$ cat src/hdl/ezrm_pkg.sv
// ezrm_pkg: shared constants, request/result types, arctangent table and rounding helpers
// for the zyx euler rotation matrix unit; no dependencies
package ezrm_pkg;

    localparam int AngleW = 16;
    localparam int OutW = 16;
    localparam int CordicW = 34;
    localparam int CordicStagesDef = 16;
    localparam int ZW = 36;

    localparam logic signed [AngleW-1:0] HalfPiQ13 = 16'sd12868;
    localparam logic signed [AngleW-1:0] PiQ13 = 16'sd25736;
    localparam logic signed [CordicW-1:0] GainQ30 = 34'sd652032874;
    localparam logic signed [OutW-1:0] OneQ14 = 16'sd16384;

    typedef logic signed [OutW-1:0] t_q14;
    typedef logic signed [CordicW-1:0] t_cord;
    typedef logic signed [ZW-1:0] t_zang;

    // request payload: three angles in q3.13
    typedef struct packed {
        logic signed [AngleW-1:0] roll_angle;
        logic signed [AngleW-1:0] pitch_angle;
        logic signed [AngleW-1:0] yaw_angle;
    } t_angles;

    // result payload: nine entries in q1.14, row by row
    typedef struct packed {
        t_q14 r00; t_q14 r01; t_q14 r02;
        t_q14 r10; t_q14 r11; t_q14 r12;
        t_q14 r20; t_q14 r21; t_q14 r22;
    } t_matrix;

    // payload of one cordic lane
    typedef struct packed {
        t_cord x;
        t_cord y;
        t_zang z;
    } t_cell_data;

    typedef struct packed {
        t_cell_data roll;
        t_cell_data pitch;
        t_cell_data yaw;
        logic [2:0] negc;
    } t_lane_set;

    // arctangent table, q.30 truncated
    function automatic t_zang atan_q30(input int idx);
        logic [31:0] v;
        begin
            case (idx)
                0: v = 32'h3243F6A8; 1: v = 32'h1DAC6705; 2: v = 32'h0FADBAFC;
                3: v = 32'h07F56EA6; 4: v = 32'h03FEAB76; 5: v = 32'h01FFD55B;
                6: v = 32'h00FFFAAA; 7: v = 32'h007FFF55; 8: v = 32'h003FFFEA;
                9: v = 32'h001FFFFD; 10: v = 32'h000FFFFF; 11: v = 32'h0007FFFF;
                12: v = 32'h0003FFFF; 13: v = 32'h0001FFFF; 14: v = 32'h0000FFFF;
                15: v = 32'h00007FFF; 16: v = 32'h00003FFF; 17: v = 32'h00001FFF;
                18: v = 32'h00000FFF; 19: v = 32'h000007FF; 20: v = 32'h000003FF;
                21: v = 32'h000001FF; 22: v = 32'h000000FF; 23: v = 32'h0000007F;
                24: v = 32'h0000003F; 25: v = 32'h0000001F; 26: v = 32'h0000000F;
                27: v = 32'h00000008; 28: v = 32'h00000004; 29: v = 32'h00000002;
                30: v = 32'h00000001;
                default: v = 32'h00000000;
            endcase
            atan_q30 = t_zang'({4'b0000, v});
        end
    endfunction

    // saturate to +/-1.0 in q1.14
    function automatic t_q14 sat_q14(input logic signed [63:0] v);
        begin
            if (v > 64'sd16384) sat_q14 = OneQ14;
            else if (v < -64'sd16384) sat_q14 = -OneQ14;
            else sat_q14 = t_q14'(v[OutW-1:0]);
        end
    endfunction

    // q.30 cordic value to q1.14 with rounding
    function automatic t_q14 cord_to_q14(input t_cord v);
        logic signed [CordicW:0] t;
        begin
            t = {v[CordicW-1], v} + (CordicW+1)'(32768);
            cord_to_q14 = sat_q14(64'(t >>> 16));
        end
    endfunction

endpackage

$ cat src/hdl/ezrm_cordic_cell.sv
// ezrm_cordic_cell: one rotation-mode cordic iteration for three angles
// depends on ezrm_pkg
module ezrm_cordic_cell #(
    parameter int STAGE = 0
) (
    input  logic                i_clk,
    input  logic                i_en,
    input  ezrm_pkg::t_lane_set i_d,
    output ezrm_pkg::t_lane_set o_d
);
    ezrm_pkg::t_lane_set n_d;
    ezrm_pkg::t_lane_set r_d;

    function automatic ezrm_pkg::t_cell_data rot(input ezrm_pkg::t_cell_data c);
        ezrm_pkg::t_cell_data r;
        ezrm_pkg::t_cord dx;
        ezrm_pkg::t_cord dy;
        begin
            dx = c.y >>> STAGE;
            dy = c.x >>> STAGE;
            if (!c.z[ezrm_pkg::ZW-1]) begin
                r.x = c.x - dx;
                r.y = c.y + dy;
                r.z = c.z - ezrm_pkg::atan_q30(STAGE);
            end else begin
                r.x = c.x + dx;
                r.y = c.y - dy;
                r.z = c.z + ezrm_pkg::atan_q30(STAGE);
            end
            rot = r;
        end
    endfunction

    // micro-rotation of each lane
    always_comb begin
        n_d.roll = rot(i_d.roll);
        n_d.pitch = rot(i_d.pitch);
        n_d.yaw = rot(i_d.yaw);
        n_d.negc = i_d.negc;
    end

    always_ff @(posedge i_clk) begin
        if (i_en) r_d <= n_d;
    end

    assign o_d = r_d;
endmodule

$ cat config.mk
export PLATFORM = sky130hd
export DESIGN_NAME = ezrm_cordic_cell
export DESIGN_NICKNAME = d
export VERILOG_FILES = /design/src/hdl/ezrm_pkg.sv /design/src/hdl/ezrm_cordic_cell.sv
export SDC_FILE = /design/constraint.sdc
export NUM_CORES = 1
export LEC_CHECK = 0
export ABC_AREA = 1
export BUFFER_PORTS_ARGS = -buffer_cell sky130_fd_sc_hd__buf_2
export CAP_MARGIN = 15
export CORE_MARGIN = 8
export CORE_UTILIZATION = 45
export DETAILED_ROUTE_END_ITERATION = 7
export GPL_ROUTABILITY_DRIVEN = 0
export PLACE_DENSITY = 0.73
export RECOVER_POWER = 50
export SLEW_MARGIN = 40
export SYNTH_ARGS = -nofsm -noshare
export SYNTH_HDL_FRONTEND = slang
export SYNTH_SLANG_ARGS = --single-unit
$ cat constraint.sdc
create_clock -name i_clk -period 3.1 [get_ports i_clk]
set_clock_uncertainty 0.15 [all_clocks]
set_input_delay 0.465 -clock i_clk [delete_from_list [all_inputs] [get_ports i_clk]]
set_output_delay 0.465 -clock i_clk [all_outputs]
set_load 0.02 [all_outputs]
==> flow_metrics.tcl <==
set metrics [dict create \
    largest_reg_flops 312 \
    routed_via_density 5.587 \
    numCtsBuffers 41 \
    die_w_um 300.0 \
    leakagePower_nw 20.81 \
    io-pin-count 632 \
    cts.clk_slew.worst_paths_ns 0.05 \
    fin_setup_tns_ns 0 \
    io_buffers 631 \
    peakVddDrop_v 0.0003522 \
    crit_top_cell "clkbuf_2" \
    drtPass1Iterations 7 \
    layout_setup_ws_ns 0.3992 \
    ys_types 50 \
    max_freq_ghz 0.3703 \
    p_total_mw 18.36 \
    post_cts.repair.setup_buffers 0 \
    finalSetupViolations 0 \
    critical_path_class "primary input to register" \
    row_count 104 \
    grt_pass1_wl_um 207200 \
    die_h_um 300.0 \
    drt_wl_total_um 136600 \
    startpoint_type "primary input" \
    dp_hpwl_um 114200 \
    antenna_found_initial 18 \
    status "finished, violations left" \
    drtAntennaViolNets 0 \
    grt_max_degree 70 \
    hold_slack_ns 0.06949 \
    min_to "o_d[214]" \
    fin_crit_sh_pct 87.12 \
    cts_hold_buf 12 \
    clockBufferDepth 3 \
    crit_chain "clkbuf_2, clkbuf_2" \
    grt.total_usage_pct 28.51 \
    synth_ff_type "edfxtp_1" \
    end_kind "register" \
    synth-async-reset-ratio_pct 0 \
    syn_inst 5430 \
    drtIter0Drc 4229 \
    place_inst 7077 \
    power_density_mw_per_mm2 437.6 \
    seq_area_frac_synth_pct 25.81 \
    cts.sink_count 312 \
    die-area_mm2 0.09000 \
    crit_family "buffers and inverters" \
    slew_headroom_pct -8.116 \
    start_util_pct 45.28 \
    wl_per_cell_um 19.05 \
    final_layout_size_suffix_gt1_share_pct 12.73 \
    grt_pass1_vias 37835 \
    drc 0 \
    cts_resized 0 \
    synth_edf_count 312 \
    crit_slowest_cell "clkbuf_2" \
    routed-via-count 40073 \
    syn_nets 6149 \
    slowest_delay_ns 1.15 \
    syn-cell-area_mm2 0.03629 \
    cts-root-buf "clkbuf_16" \
    crit_buf_inv 2 \
    hp-start "i_d[214]" \
    final_cell_mix "nand2_1 (1,452), inv_1 (719), a21oi_1 (511)" \
    whs_path_depth 2 \
    nets 6791 \
    layout_commonest_cell "nand2_1" \
    worst_ep_required_time_ns 3.12 \
    cts_tree "done" \
    core_area_mm2 0.08016 \
    slew_viol_final 118 \
    period_minus_slack_ns 2.701 \
    arrival_ns 2.73 \
    ys_ff_latch 312 \
    area_growth_pct 15.63 \
    hold_path_class "primary input to register" \
    overflow 0 \
    final-hold-violation-count 0 \
    max-cap-violations 2 \
    dp_slack_ns 0.01998 \
    grt_setup_unrepaired "false" \
    violations "capacitance limit, slew limit" \
    avgSynthCellArea_um2 6.684 \
    worstMarginPinSlew_ns 1.622 \
    ys_warn_count 0 \
    cts_max_level 2 \
    cp_max_fo 48 \
    stdcell_count 7173 \
]
-- final cells by class --
type                       instances  area (um^2)
fill                            8020        38190
multi-input combinational       4242        23350
sequential                       312         9369
timing repair buffer             726         3719
inverter                         749         2811
tap                             1060         1326
clock buffer                      48         1074
clock inverter                    25        289.0
antenna                           11        27.53
-- Yosys cell counts (28+ instances only) --
cell,n,share of area (%)
a21o_1,38,0.79
a21oi_1,511,7.0
buf_2,28,0.39
buf_4,59,1.2
clkbuf_1,30,0.31
edfxtp_1,312,26
ha_1,390,13
inv_1,718,7.4
inv_2,28,0.29
nand2_1,1452,15
nand3_1,491,6.8
nand4_1,51,0.88
nor2_1,476,4.9
nor3_1,60,0.83
o21ai_0,310,4.3
o21ai_1,40,0.55
o21bai_1,47,0.97
xnor2_1,32,0.77
xor2_1,117,2.8
-- metrics by stage --
| stage | util (%) | cell area [um^2] |
|---|---|---|
| 6_report | 52.35 | 41970 |
| 5_1_grt | 52.34 | 41960 |
| 4_1_cts | 52.64 | 42190 |
| 3_5_place_dp | 50.79 | 40710 |
| 3_3_place_gp | 50.79 | 40710 |
| 2_1_floorplan | - | 36290 |
-- where the power goes --
group	total [mW]	internal (mW)	switching, mW
clock network	4.95	2.97	1.98
logic	7.70	2.35	5.35
registers	5.72	5.48	0.240
-- worst max-delay path by stage --
stage	startpoint	end	slack, ns	cells past startpoint
final	i_en	o_d[299]	0.40	2
after global routing	i_d[246]	o_d[245]	0.25	10
after CTS	i_d[252]	o_d[262]	0.64	14
after detailed placement	i_d[252]	o_d[262]	0.02	14
after global placement	i_d[253]	o_d[262]	0.04	15
after floorplan	i_d[246]	o_d[236]	0.09	14
-- layer usage --
metal  up-vias  track usage [%]  wire length, um
li1      19256                -                -
met1     18138            35.55            53250
met2      2265            47.13            61860
met3       400            6.271            14460
met4        14            12.56             6961
met5         -                0               85
-- cell families after synthesis --
| family | count (synthesis) | synth area share (%) |
|---|---|---|
| AND/OR/NAND/NOR | 2632 | 30.62 |
| AO/OA/AOI/OAI | 1055 | 15.91 |
| buffers and inverters | 876 | 9.849 |
| adder cells (fa/ha/maj) | 402 | 14.11 |
| flip-flops | 312 | 25.81 |
| XOR/XNOR | 149 | 3.596 |
| multiplexers | 4 | 0.1103 |
Power figures use the tool's default switching activity.
